===== config.mk =====
export PLATFORM = sky130hd
export DESIGN_NAME = escaped_line_decoder_core
export DESIGN_NICKNAME = d
export VERILOG_FILES = /design/src/eld_pkg.sv /design/src/escaped_line_decoder_core.sv /design/src/eld_front.sv /design/src/eld_queue.sv /design/src/eld_back.sv
export SDC_FILE = /design/constraint.sdc
export NUM_CORES = 1
export LEC_CHECK = 0
export BUFFER_PORTS_ARGS = -buffer_cell sky130_fd_sc_hd__buf_2
export CAP_MARGIN = 20
export CELL_PAD_IN_SITES_DETAIL_PLACEMENT = 1
export CELL_PAD_IN_SITES_GLOBAL_PLACEMENT = 1
export CORE_ASPECT_RATIO = 1.5
export CORE_MARGIN = 2
export CORE_UTILIZATION = 45
export CTS_BUF_LIST = sky130_fd_sc_hd__clkbuf_16
export CTS_CLUSTER_DIAMETER = 120
export DETAILED_ROUTE_END_ITERATION = 8
export HOLD_SLACK_MARGIN = 0.02
export PLACE_DENSITY_LB_ADDON = 0.1
export SLEW_MARGIN = 40
export SYNTH_ARGS = -nofsm -noshare
export SYNTH_HDL_FRONTEND = slang
export SYNTH_SLANG_ARGS = --single-unit

===== constraint.sdc =====
create_clock -name i_clk -period 5.5 [get_ports i_clk]
set_input_delay 0.275 -clock i_clk [delete_from_list [all_inputs] [get_ports i_clk]]
set_output_delay 0.275 -clock i_clk [all_outputs]
set_load 0.02 [all_outputs]

===== src/eld_pkg.sv =====
// ----------------------------------------------------------------------------
// eld_pkg
// Shared types, constants and helper functions of the escaped line decoder.
// ----------------------------------------------------------------------------
`default_nettype none

package eld_pkg;

    // configuration register indexes
    localparam logic [1:0] CFG_UNICODE_MODE  = 2'd0;
    localparam logic [1:0] CFG_LINE_END_CHAR = 2'd1;
    localparam logic [1:0] CFG_ESCAPE_CHAR   = 2'd2;

    // configuration reset values
    localparam logic [7:0] LINE_END_RESET = 8'd10;
    localparam logic [7:0] ESCAPE_RESET   = 8'd92;

    // character constants
    localparam logic [7:0] CH_ZERO  = 8'd48;
    localparam logic [7:0] CH_SEVEN = 8'd55;
    localparam logic [7:0] CH_U     = 8'd117;
    localparam logic [7:0] CH_X     = 8'd120;
    localparam logic [7:0] HEX_GAP  = 8'd39;
    localparam logic [7:0] CASE_GAP = 8'd32;

    // command queue depth between front and back
    localparam int QDEPTH   = 4;
    localparam int QPTR_W   = $clog2(QDEPTH);
    localparam int QCOUNT_W = $clog2(QDEPTH + 1);

    // escape parser phase
    typedef enum logic [2:0] {
        PH_IDLE = 3'd0,
        PH_ESC  = 3'd1,
        PH_OCT  = 3'd2,
        PH_HEX  = 3'd3,
        PH_UNI  = 3'd4
    } t_phase;

    // one queued command: up to three output bytes, sent b0 first
    typedef struct packed {
        logic [7:0] b2;
        logic [7:0] b1;
        logic [7:0] b0;
        logic [1:0] cnt;
        logic       eol;
        logic       err;
    } t_cmd;

    // back-to-queue handshake
    typedef struct packed {
        logic pop;
    } t_pop;

    // queue-to-back status
    typedef struct packed {
        logic not_empty;
        t_cmd head;
    } t_head;

    // single data byte command
    function automatic t_cmd f_single(input logic [7:0] b);
        t_cmd c;
        c     = '0;
        c.b0  = b;
        c.cnt = 2'd1;
        return c;
    endfunction

    // value of one hex character, same truncated arithmetic on any byte
    function automatic logic [7:0] f_hex_digit(input logic [7:0] ch);
        logic [7:0] lc;
        logic       alpha;
        lc = ch;
        if (lc >= "A" && lc <= "Z") begin
            lc = lc + CASE_GAP;
        end
        alpha = (lc >= "a" && lc <= "z");
        lc = lc - CH_ZERO;
        if (alpha) begin
            lc = lc - HEX_GAP;
        end
        return lc;
    endfunction

    // two hex characters into one byte, truncated to 8 bits
    function automatic logic [7:0] f_hex_pair(input logic [7:0] hi, input logic [7:0] lo);
        logic [7:0] h;
        h = f_hex_digit(hi);
        return {h[3:0], 4'b0000} + f_hex_digit(lo);
    endfunction

    // utf-8 encoding of a 16-bit code point
    function automatic t_cmd f_utf8(input logic [15:0] v);
        t_cmd c;
        c = '0;
        if (v < 16'h0080) begin
            c = f_single(v[7:0]);
        end else if (v < 16'h0800) begin
            c.b0  = {3'b110, v[10:6]};
            c.b1  = {2'b10, v[5:0]};
            c.cnt = 2'd2;
        end else begin
            c.b0  = {4'b1110, v[15:12]};
            c.b1  = {2'b10, v[11:6]};
            c.b2  = {2'b10, v[5:0]};
            c.cnt = 2'd3;
        end
        return c;
    endfunction

    // end of an escape: error, utf-8, literal pair or plain byte
    function automatic t_cmd f_finish(input logic [7:0] value, input logic [7:0] letter,
                                      input logic umode, input logic [7:0] esc);
        t_cmd c;
        c = '0;
        if (umode) begin
            if (value == letter) begin
                c.cnt = 2'd1;
                c.err = 1'b1;
            end else begin
                c = f_utf8({8'h00, value});
            end
        end else if (value == letter) begin
            c.b0  = esc;
            c.b1  = letter;
            c.cnt = 2'd2;
        end else begin
            c = f_single(value);
        end
        return c;
    endfunction

    // value of a single-letter escape, the letter itself when unknown
    function automatic logic [7:0] f_letter_value(input logic [7:0] ch);
        logic [7:0] v;
        case (ch)
            "a":     v = 8'd7;
            "b":     v = 8'd8;
            "f":     v = 8'd12;
            "n":     v = 8'd10;
            "r":     v = 8'd13;
            "t":     v = 8'd9;
            "v":     v = 8'd11;
            default: v = ch;
        endcase
        return v;
    endfunction

endpackage

`default_nettype wire


===== src/escaped_line_decoder_core.sv =====
// ----------------------------------------------------------------------------
// escaped_line_decoder_core
// Decodes backslash escapes of a text line, one raw byte per transfer.
// ----------------------------------------------------------------------------
// Usage:
//   Slave stream (i_s_*) carries one raw byte per transfer in tdata.
//   Master stream (o_m_*) carries decoded bytes; tuser flags end of line
//   (bit 0) or a rejected escape (bit 1), and tlast marks the final
//   output caused by one input byte. A byte inside an escape that does
//   not finish it gives no output.
//   Configuration: i_cfg_we writes i_cfg_data to register i_cfg_idx
//   (0 unicode mode, 1 line end char, 2 escape char); the user must write
//   only while idle, the block does not enforce it. An input byte's command
//   is queued before it reaches the output. Input takes one byte per cycle
//   while the queue has room; a multi-byte UTF-8 or literal pair result goes
//   out one byte per transfer on the single output port and can fill the queue.
//   A four-entry command queue sits between the parser and the output, so
//   input keeps flowing while the receiver stalls until the queue fills;
//   the output holds steady under stall.
//   Synchronous active-low reset empties the queue, returns the parser to
//   idle and loads the register defaults (byte mode, newline, backslash).
// ----------------------------------------------------------------------------
`default_nettype none

module escaped_line_decoder_core
    import eld_pkg::*;
(
    input  wire logic       i_clk,
    input  wire logic       i_rst_n,
    // configuration write port
    input  wire logic       i_cfg_we,
    input  wire logic [1:0] i_cfg_idx,
    input  wire logic [7:0] i_cfg_data,
    // slave stream
    input  wire logic       i_s_tvalid,
    output logic            o_s_tready,
    input  wire logic [7:0] i_s_tdata,   // [7:0] in_byte
    // master stream
    output logic            o_m_tvalid,
    input  wire logic       i_m_tready,
    output logic [7:0]      o_m_tdata,   // [7:0] out_byte
    output logic [1:0]      o_m_tuser,   // [0] end_of_line, [1] escape_error
    output logic            o_m_tlast    // last
);

    logic  push;
    logic  room;
    t_cmd  cmd;
    t_pop  pop;
    t_head head;

    eld_front u_front (
        .i_clk      (i_clk),
        .i_rst_n    (i_rst_n),
        .i_cfg_we   (i_cfg_we),
        .i_cfg_idx  (i_cfg_idx),
        .i_cfg_data (i_cfg_data),
        .i_valid    (i_s_tvalid),
        .o_ready    (o_s_tready),
        .i_byte     (i_s_tdata),
        .i_room     (room),
        .o_push     (push),
        .o_cmd      (cmd)
    );

    eld_queue u_queue (
        .i_clk   (i_clk),
        .i_rst_n (i_rst_n),
        .i_push  (push),
        .i_cmd   (cmd),
        .o_room  (room),
        .i_pop   (pop),
        .o_head  (head)
    );

    eld_back u_back (
        .i_clk   (i_clk),
        .i_rst_n (i_rst_n),
        .i_head  (head),
        .o_pop   (pop),
        .o_valid (o_m_tvalid),
        .i_ready (i_m_tready),
        .o_data  (o_m_tdata),
        .o_user  (o_m_tuser),
        .o_last  (o_m_tlast)
    );

endmodule

`default_nettype wire


===== src/eld_front.sv =====
// ----------------------------------------------------------------------------
// eld_front
// Accepts input bytes, runs the escape parser and pushes output commands.
// ----------------------------------------------------------------------------
`default_nettype none

module eld_front
    import eld_pkg::*;
(
    input  wire logic       i_clk,
    input  wire logic       i_rst_n,
    input  wire logic       i_cfg_we,
    input  wire logic [1:0] i_cfg_idx,
    input  wire logic [7:0] i_cfg_data,
    input  wire logic       i_valid,
    output logic            o_ready,
    input  wire logic [7:0] i_byte,
    input  wire logic       i_room,
    output logic            o_push,
    output t_cmd            o_cmd
);

    logic       r_umode;
    logic [7:0] r_eol_char;
    logic [7:0] r_esc_char;

    t_phase      r_phase, n_phase;
    logic [7:0]  r_letter, n_letter;
    logic [7:0]  r_pending, n_pending;
    logic [15:0] r_partial, n_partial;
    logic [1:0]  r_digits, n_digits;

    logic       accept;
    logic       has_cmd;
    t_cmd       cmd;
    logic [7:0] oct_val;
    logic [7:0] pair_val;

    // configuration registers
    always_ff @(posedge i_clk) begin
        if (!i_rst_n) begin
            r_umode    <= 1'b0;
            r_eol_char <= LINE_END_RESET;
            r_esc_char <= ESCAPE_RESET;
        end else if (i_cfg_we) begin
            case (i_cfg_idx)
                CFG_UNICODE_MODE:  r_umode    <= i_cfg_data[0];
                CFG_LINE_END_CHAR: r_eol_char <= i_cfg_data;
                CFG_ESCAPE_CHAR:   r_esc_char <= i_cfg_data;
                default:           r_umode    <= r_umode;
            endcase
        end
    end

    assign o_ready = i_room;
    assign accept  = i_valid && i_room;

    assign oct_val  = r_partial[7:0] + i_byte - CH_ZERO;
    assign pair_val = f_hex_pair(r_pending, i_byte);

    // parser next state and command
    always_comb begin
        n_phase   = r_phase;
        n_letter  = r_letter;
        n_pending = r_pending;
        n_partial = r_partial;
        n_digits  = r_digits;
        has_cmd   = 1'b0;
        cmd       = '0;
        case (r_phase)
            PH_ESC: begin
                n_letter  = i_byte;
                n_partial = '0;
                n_digits  = 2'd0;
                n_pending = '0;
                n_phase   = PH_IDLE;
                if (r_umode && i_byte == CH_U) begin
                    n_phase = PH_UNI;
                end else if (i_byte >= CH_ZERO && i_byte <= CH_SEVEN) begin
                    n_partial = {8'h00, i_byte[1:0], 6'b000000};
                    n_digits  = 2'd1;
                    n_phase   = PH_OCT;
                end else if (i_byte == CH_X) begin
                    n_phase = PH_HEX;
                end else begin
                    has_cmd = 1'b1;
                    cmd     = f_finish(f_letter_value(i_byte), i_byte, r_umode, r_esc_char);
                end
            end
            PH_OCT: begin
                if (r_digits == 2'd1) begin
                    n_partial = {8'h00, r_partial[7:0] + {i_byte[4:0] - CH_ZERO[4:0], 3'b000}};
                    n_digits  = 2'd2;
                end else begin
                    n_phase   = PH_IDLE;
                    n_digits  = 2'd0;
                    n_partial = '0;
                    has_cmd   = 1'b1;
                    cmd       = f_finish(oct_val, r_letter, r_umode, r_esc_char);
                end
            end
            PH_HEX: begin
                if (r_digits == 2'd0) begin
                    n_pending = i_byte;
                    n_digits  = 2'd1;
                end else begin
                    n_phase  = PH_IDLE;
                    n_digits = 2'd0;
                    has_cmd  = 1'b1;
                    cmd      = f_finish(pair_val, r_letter, r_umode, r_esc_char);
                end
            end
            PH_UNI: begin
                if (r_digits == 2'd0 || r_digits == 2'd2) begin
                    n_pending = i_byte;
                    n_digits  = r_digits + 2'd1;
                end else if (r_digits == 2'd1) begin
                    n_partial = {pair_val, 8'h00};
                    n_digits  = 2'd2;
                end else begin
                    n_phase   = PH_IDLE;
                    n_digits  = 2'd0;
                    n_partial = '0;
                    has_cmd   = 1'b1;
                    cmd       = f_utf8({r_partial[15:8], pair_val});
                end
            end
            default: begin
                n_phase = PH_IDLE;
                if (i_byte == r_eol_char) begin
                    has_cmd = 1'b1;
                    cmd.cnt = 2'd1;
                    cmd.eol = 1'b1;
                end else if (i_byte == r_esc_char) begin
                    n_phase = PH_ESC;
                end else if (r_umode) begin
                    has_cmd = 1'b1;
                    cmd     = f_utf8({8'h00, i_byte});
                end else begin
                    has_cmd = 1'b1;
                    cmd     = f_single(i_byte);
                end
            end
        endcase
    end

    // parser state, advanced on each input transfer
    always_ff @(posedge i_clk) begin
        if (!i_rst_n) begin
            r_phase   <= PH_IDLE;
            r_letter  <= '0;
            r_pending <= '0;
            r_partial <= '0;
            r_digits  <= '0;
        end else if (accept) begin
            r_phase   <= n_phase;
            r_letter  <= n_letter;
            r_pending <= n_pending;
            r_partial <= n_partial;
            r_digits  <= n_digits;
        end
    end

    assign o_push = accept && has_cmd;
    assign o_cmd  = cmd;

endmodule

`default_nettype wire


===== src/eld_queue.sv =====
// ----------------------------------------------------------------------------
// eld_queue
// Small command queue between the parser front and the output back end.
// ----------------------------------------------------------------------------
`default_nettype none

module eld_queue
    import eld_pkg::*;
(
    input  wire logic i_clk,
    input  wire logic i_rst_n,
    input  wire logic i_push,
    input  wire t_cmd i_cmd,
    output logic      o_room,
    input  wire t_pop i_pop,
    output t_head     o_head
);

    t_cmd                r_mem [QDEPTH];
    logic [QPTR_W-1:0]   r_wr;
    logic [QPTR_W-1:0]   r_rd;
    logic [QCOUNT_W-1:0] r_count;

    logic do_pop;

    assign do_pop = i_pop.pop && (r_count != '0);
    assign o_room = (r_count != QCOUNT_W'(QDEPTH));

    // entry storage
    always_ff @(posedge i_clk) begin
        if (i_push) begin
            r_mem[r_wr] <= i_cmd;
        end
    end

    // pointers and fill count
    always_ff @(posedge i_clk) begin
        if (!i_rst_n) begin
            r_wr    <= '0;
            r_rd    <= '0;
            r_count <= '0;
        end else begin
            if (i_push) begin
                r_wr <= r_wr + 1'b1;
            end
            if (do_pop) begin
                r_rd <= r_rd + 1'b1;
            end
            if (i_push && !do_pop) begin
                r_count <= r_count + 1'b1;
            end else if (!i_push && do_pop) begin
                r_count <= r_count - 1'b1;
            end
        end
    end

    assign o_head.not_empty = (r_count != '0);
    assign o_head.head      = r_mem[r_rd];

endmodule

`default_nettype wire


===== src/eld_back.sv =====
// ----------------------------------------------------------------------------
// eld_back
// Sends the bytes of the head command one output transfer at a time.
// ----------------------------------------------------------------------------
`default_nettype none

module eld_back
    import eld_pkg::*;
(
    input  wire logic  i_clk,
    input  wire logic  i_rst_n,
    input  wire t_head i_head,
    output t_pop       o_pop,
    output logic       o_valid,
    input  wire logic  i_ready,
    output logic [7:0] o_data,
    output logic [1:0] o_user,
    output logic       o_last
);

    logic [1:0] r_idx;
    logic       xfer;

    assign o_valid = i_head.not_empty;
    assign xfer    = o_valid && i_ready;
    assign o_last  = (r_idx == i_head.head.cnt - 2'd1);
    assign o_user  = {i_head.head.err, i_head.head.eol};

    // byte select within the command
    always_comb begin
        case (r_idx)
            2'd0:    o_data = i_head.head.b0;
            2'd1:    o_data = i_head.head.b1;
            default: o_data = i_head.head.b2;
        endcase
    end

    // byte index, back to zero when the command is done
    always_ff @(posedge i_clk) begin
        if (!i_rst_n) begin
            r_idx <= '0;
        end else if (xfer) begin
            if (o_last) begin
                r_idx <= '0;
            end else begin
                r_idx <= r_idx + 2'd1;
            end
        end
    end

    assign o_pop.pop = xfer && o_last;

endmodule

`default_nettype wire


Yosys cells after proc, flatten, opt, wreduce, memory -nomap -nowiden. Memories as Yosys holds them, arrays and structs flattened. A register that Yosys moved wholly into a read port is not among the register bits. Index checks and enable logic that the tools add are counted.

$add $sub $neg: 18. Magnitude comparators: 16. Eq/ne operators: 29. Muxes and demuxes: 85. Reduce and logical (&&, ||, !) cells: 32.

Operator list (count): $mux W28 (9); $mux W18 (7); $mux W16 (7); $pmux W28 S4 (1); $mux W8 (12); $eq A8 B7 Y1 const B (9); $mux W20 (3); $pmux W8 S7 (1); $pmux W16 S3 (1); $eq A8 B8 Y1 (5); $ge A8 B7 Y1 const B (4); $le A8 B7 Y1 const B (4); $lt A8 B8 Y1 const B (4); $mux W3 (9); $mux W26 (1); $add A8 B8 Y8 (3); $mux W24 (1); $pmux W8 S3 (1); $sub A8 B6 Y8 const B (3); $mux W2 (10); $mux W1 (17); $add A8 B6 Y8 const B (2); $lt A16 B12 Y1 const B (1); $lt A16 B8 Y1 const B (1); 33 further kinds (64).

Flip-flop bits (word level): 63. RAM bits: 112. Input bits: 23. Output and inout port bits: 13. Memories: 1.

Memories: u_queue.r_mem (depth 4, width 28, read ports 1, clocked after memory_dff 1, write ports 1, RTL line eld_queue.sv:19) `t_cmd r_mem [QDEPTH];`.

Depth between registers and ports, before layout.
Word-level depth: 14. Depth in mapped cells: 28. Gate-level depth less buffers: 23.

Cells and area by module. From an unflattened synthesis, not the netlist that was laid out.

Cells, all modules: 912. Area, all modules: 10083.4 um2.

By module, submodules not included: eld_front (times used 1, cells each 674, area an instance 5208.7 um2); eld_queue (times used 1, cells each 190, area an instance 4566.9 um2); eld_back (times used 1, cells each 48, area an instance 307.8 um2).

Least setup slack after synthesis. OpenSTA, ideal clock, no wires.

Path kind: input to register. Start point: input i_s_tdata[1]. End point: memory u_queue.r_mem[0][3] (netlist name) (data pin). Library setup time: 0.288 ns. Arrival: 5.321 ns. Required time: 5.212 ns. Path slack: -0.109 ns. Cell stages on the path: 24. Path buffers: 2. Path through: buf_2 > inv_1 > ha_1 > nor4b_2 > o311a_4 > a2111oi_0 > a21o_1 > ha_1 > nand3b_1 > o21ai_0 > o21a_1 > and2_1 > buf_6 > nand2_1 > xor2_1 > inv_1 > fa_1 > xnor2_1 > xnor2_1 > nand3_1 > nor4_2 > mux2_2 > a211oi_1 > o21ai_0.

RTL lines: from (decl) (RTL line escaped_line_decoder_core.sv:37) `input wire logic [7:0] i_s_tdata,`; to (decl) (RTL line eld_queue.sv:19).

==> impl.org <==
** Final layout
- Count of nets after finishing :: 1,063
- Antenna diode count :: 0
- Area growth, synth to finish :: 12.56%
- The finished cells cover 11,170 um^2.
- Filler cell count in the final layout :: 2,387
- In the final layout, the share of cells above drive strength 1 is 16.53%.

** Synth
- XOR/XNOR Fraction of Synth Area :: 6.115%
- Most instantiated flip-flop cell in the synthesis netlist :: sky130_fd_sc_hd__edfxtp_1
- Adder and majority gate portion of the synthesized area :: 5.649%
- Synthesis handed over a netlist of 942 instances.
- Synth unique cells :: 80
- Proportion of synthesized area in mux cells :: 8.385%
- Post-synth EDFFs :: 108
- After synthesis, the largest family of logic cells by area is compound AO/OA/AOI/OAI gates.
- Summing the areas of all compound-gate instances in the mapped netlist gives 15.74% of the synthesized area.
- Sequential cells were found to cover 45.19% of the synthesized design area.
- Simple-Gate Fraction of Synth Area :: 15.24%
- Total number of yosys warnings :: 0
- For this run, asynchronously set or reset flops after synthesis account for 0%.
- Synthesized net count :: 1,008
- Cell area after technology mapping :: 9923 um^2
- In this run, synthesis produced a sequential element count of 170.
- Per-instance average area after synthesis :: 10.53 um^2

** Clocking
- Clock transition at the registers of the reported paths :: 70 ps
- Clock tree sinks :: 170
- Root buf cell :: sky130_fd_sc_hd__clkbuf_16
- Post-CTS Hold Fix Bufs :: 0
- For the worst-skew pair, the clock arrives at the later sink with an insertion delay of 440 ps.
- Cells resized by post-CTS repair :: 0
- The H-tree was split into 4 levels.
- CTS tree :: built
- Cts bufs inserted :: 17
- After clock tree synthesis, the setup repair step added 0 buffers.
- In this run the deepest clock path goes through 2 buffers.

** STA
- Min Tclk post-route :: 5131 ps
- Setup violations remaining at the end of the flow were counted as 0.
- Rel. slew slack :: 43.63%
- Top achievable clock speed :: 194.9 MHz
- Actual slew at the worst max-slew pin :: 840.0 ps
- Final count of hold timing violations :: 0
- Max Slew Vio Count :: 0
- RSZ-0062 raised after global routing :: no
- Setup skew after layout :: 12.64 ps
- Final period util :: 93.30%

** Floorplanning
- From bottom edge to top edge, the die measures 185.9 um.
- The floorplan has 66 rows.
- The region available for standard cell placement spans 21,640 um^2.
- The die is 125.3 um wide.
- The die covers 23,280 um^2.
- Top-level I/O count :: 36
- Initial Util :: 45.87%

** Worst setup path
- Critical path required time :: 5660 ps
- Type of element launching the critical path :: input port
- Cell type of the slowest stage on the worst timing path :: sky130_fd_sc_hd__a2111oi_0
- Critical Path Sink Type :: register
- Worst R2R Setup Slack :: 940 ps
- In this run the worst path has a maximum fanout of 7.
- Cell family with the largest share of critical-path delay :: compound AO/OA/AOI/OAI gates
- WS Path Type :: in -> reg
- The number of buffers and inverters on the critical path is 4.
- Data arrival time of the worst path :: 5290 ps
- On the worst path, the slowest cell contributes a delay of 390 ps.

** Global routing
- Via count of the first global-routing pass :: 8,322
- Entering global routing, the biggest net connects 54 pins.
- Global-route usage over all layers :: 27.98%
- Summed over all layers, the global routing overflow is 0.
- The number of antenna violations at the first check in global routing was 0.
- First-pass GRT wire length :: 49,220 um

** Power and ir drop
- In this run the static leakage power is 0.004189 uW.
- Maximum resistive drop on vdd :: 0.1895 mV
- PnR Total Power :: 3706 uW
- In this run the power density over the cells is 331.8 nW/um^2.

** Hold path
- The path class of the tightest hold or removal check is in -> reg.

** Run status
- The flow ran to the end, and the final reports show no timing, DRC or antenna violations.

** Placed design
- Once detailed placement completed, the half-perimeter wirelength came to 24,500 um.
- RePlAce Congestion :: 0.9573
- Post-DP Area :: 10,620 um^2
- During placement, the flow inserted port buffers numbering 35.

** Routing
- Number of DRC violations after detailed routing :: 0
- Number of vias after detailed routing :: 7,824
- After the first detailed-routing iteration, the DRC count stood at 464.
- Dividing the detail-routed wire length by the instance count gives 24.75 um.
- Using the TritonRoute via totals, the vias-per-cell ratio works out to 6.103.
- Number of iterations in the first detailed-routing pass :: 5
- Total wire length after detailed routing :: 31,730 um
- Antenna-violating nets left :: 0

** Job
- Max-capacitance violation count :: 0
[kinds of logic after synthesis]
group / after synthesis
AOI/OAI and AO/OA: 227
xor gates and xnor gates: 63
adders and majority gates: 43
buffers and inverters: 89
DFF: 170
muxes: 49
other: 1
and+or+nand+nor: 300
[cell type report]
| type | instances | area [um^2] | share of cell area (%) |
|---|---|---|---|
| Clock inverter | 15 | 102.6 | 0.9186 |
| Tap cell | 272 | 340.3 | 3.047 |
| Timing Repair Buffer | 87 | 563.0 | 5.041 |
| Sequential cell | 170 | 4486 | 40.16 |
| Clock buffer | 17 | 425.4 | 3.809 |
| Inverter | 38 | 145.1 | 1.299 |
| Multi-Input combinational cell | 683 | 5107 | 45.73 |
[sequential cells by signal (all words and copies together) (netlist names), named ones only]
name                cells
u_back.r_idx            2
u_front.r_digits        2
u_front.r_eol_char      8
u_front.r_esc_char      8
u_front.r_letter        8
u_front.r_partial      13
u_front.r_pending       8
u_front.r_phase         3
u_front.r_umode         1
u_queue.r_count         3
u_queue.r_mem         108
u_queue.r_rd            2
u_queue.r_wr            2
[final timing paths]
check | startpoint | to | depth (start not counted)
max | i_s_tdata[0] | u_queue.r_mem[3][11]$_DFFE_PP_ | 26
min | i_cfg_data[3] | u_front.r_eol_char[3]$_SDFFE_PN1P_ | 3
max reg2reg | u_front.r_pending[0]$_SDFFE_PN0P_ | u_queue.r_mem[3][11]$_DFFE_PP_ | 18
min reg2reg | u_queue.r_count[2]$_SDFFE_PN0P_ | u_queue.r_count[2]$_SDFFE_PN0P_ | 2
[routing by layer]
metal / part of all wire (%) / track usage, % / vias up
met3: 2.8 / 3.765 / 91
met5: 0 / 0 / -
met2: 53 / 52.20 / 196
li1: - / - / 3621
met1: 38 / 30.60 / 3916
met4: 5.7 / 15.33 / 0
[synth_stat cells, drive strengths merged, types with 5 or more instances]
cell	n	area (um^2)
edfxtp	108	3243
nand2	82	307.8
nor2	73	274.0
dfxtp	62	1241
a21oi	60	300.3
o21ai	43	215.2
ha	40	500.5
inv	38	142.6
clkbuf	36	135.1
a22oi	34	255.2
xor2	33	289.0
nand3	30	150.1
mux4	27	608.1
xnor2	26	227.7
mux2i	19	190.2
nor3	16	91.34
and2	15	93.84
buf	15	83.83
nor2b	14	87.58
nor4	13	87.58
a211oi	11	82.58
a21o	9	67.56
nand2b	9	71.32
and3	8	50.05
or3	8	50.05
a221o	7	70.07
nor3b	7	52.55
o211ai	7	52.55
nand4	6	37.54
o221ai	6	52.55
a31oi	5	31.28
nand3b	5	37.54
[tightest hold or removal path, delay by kind of cell]
kind	cells	cell delay, ps
AND/OR/NAND/NOR	1	60
buffers and inverters	1	90
multiplexers	1	60
[power by group]
group,internal (uW),switching [uW]
sequential,1510,66.6
clock,580,524
combinational,404,622
total,2490,1210
[placed cells by master (no fill, tap or decap), types with 11 or more instances in the layout]
| cell | count |
|---|---|
| sky130_fd_sc_hd__nor4_1 | 11 |
| sky130_fd_sc_hd__nand3_1 | 30 |
| sky130_fd_sc_hd__xnor2_1 | 25 |
| sky130_fd_sc_hd__nand2_1 | 82 |
| sky130_fd_sc_hd__buf_4 | 51 |
| sky130_fd_sc_hd__o21ai_0 | 40 |
| sky130_fd_sc_hd__a21oi_1 | 60 |
| sky130_fd_sc_hd__buf_2 | 36 |
| sky130_fd_sc_hd__mux4_2 | 27 |
| sky130_fd_sc_hd__and2_1 | 15 |
| sky130_fd_sc_hd__nor3_1 | 14 |
| sky130_fd_sc_hd__inv_1 | 40 |
| sky130_fd_sc_hd__dfxtp_1 | 61 |
| sky130_fd_sc_hd__edfxtp_1 | 108 |
| sky130_fd_sc_hd__xor2_1 | 33 |
| sky130_fd_sc_hd__nor2b_1 | 14 |
| sky130_fd_sc_hd__nor2_1 | 73 |
| sky130_fd_sc_hd__ha_1 | 40 |
| sky130_fd_sc_hd__clkbuf_16 | 17 |
| sky130_fd_sc_hd__mux2i_1 | 19 |
| sky130_fd_sc_hd__a22oi_1 | 34 |
[per-stage QoR]
step	instances	util [%]	TNS, ps	hold slack [ps]	setup slack [ps]
floorplan	942	-	0	399.1	19.50
global route	1282	51.63	0	68.97	19.96
detailed placement	1249	49.09	-1348	498.1	-75.53
finish	1282	51.63	0	73.49	368.5
global placement	1249	49.05	0	476.6	143.6
CTS	1281	51.53	0	57.96	381.2
(Power assumes the default switching activity.)
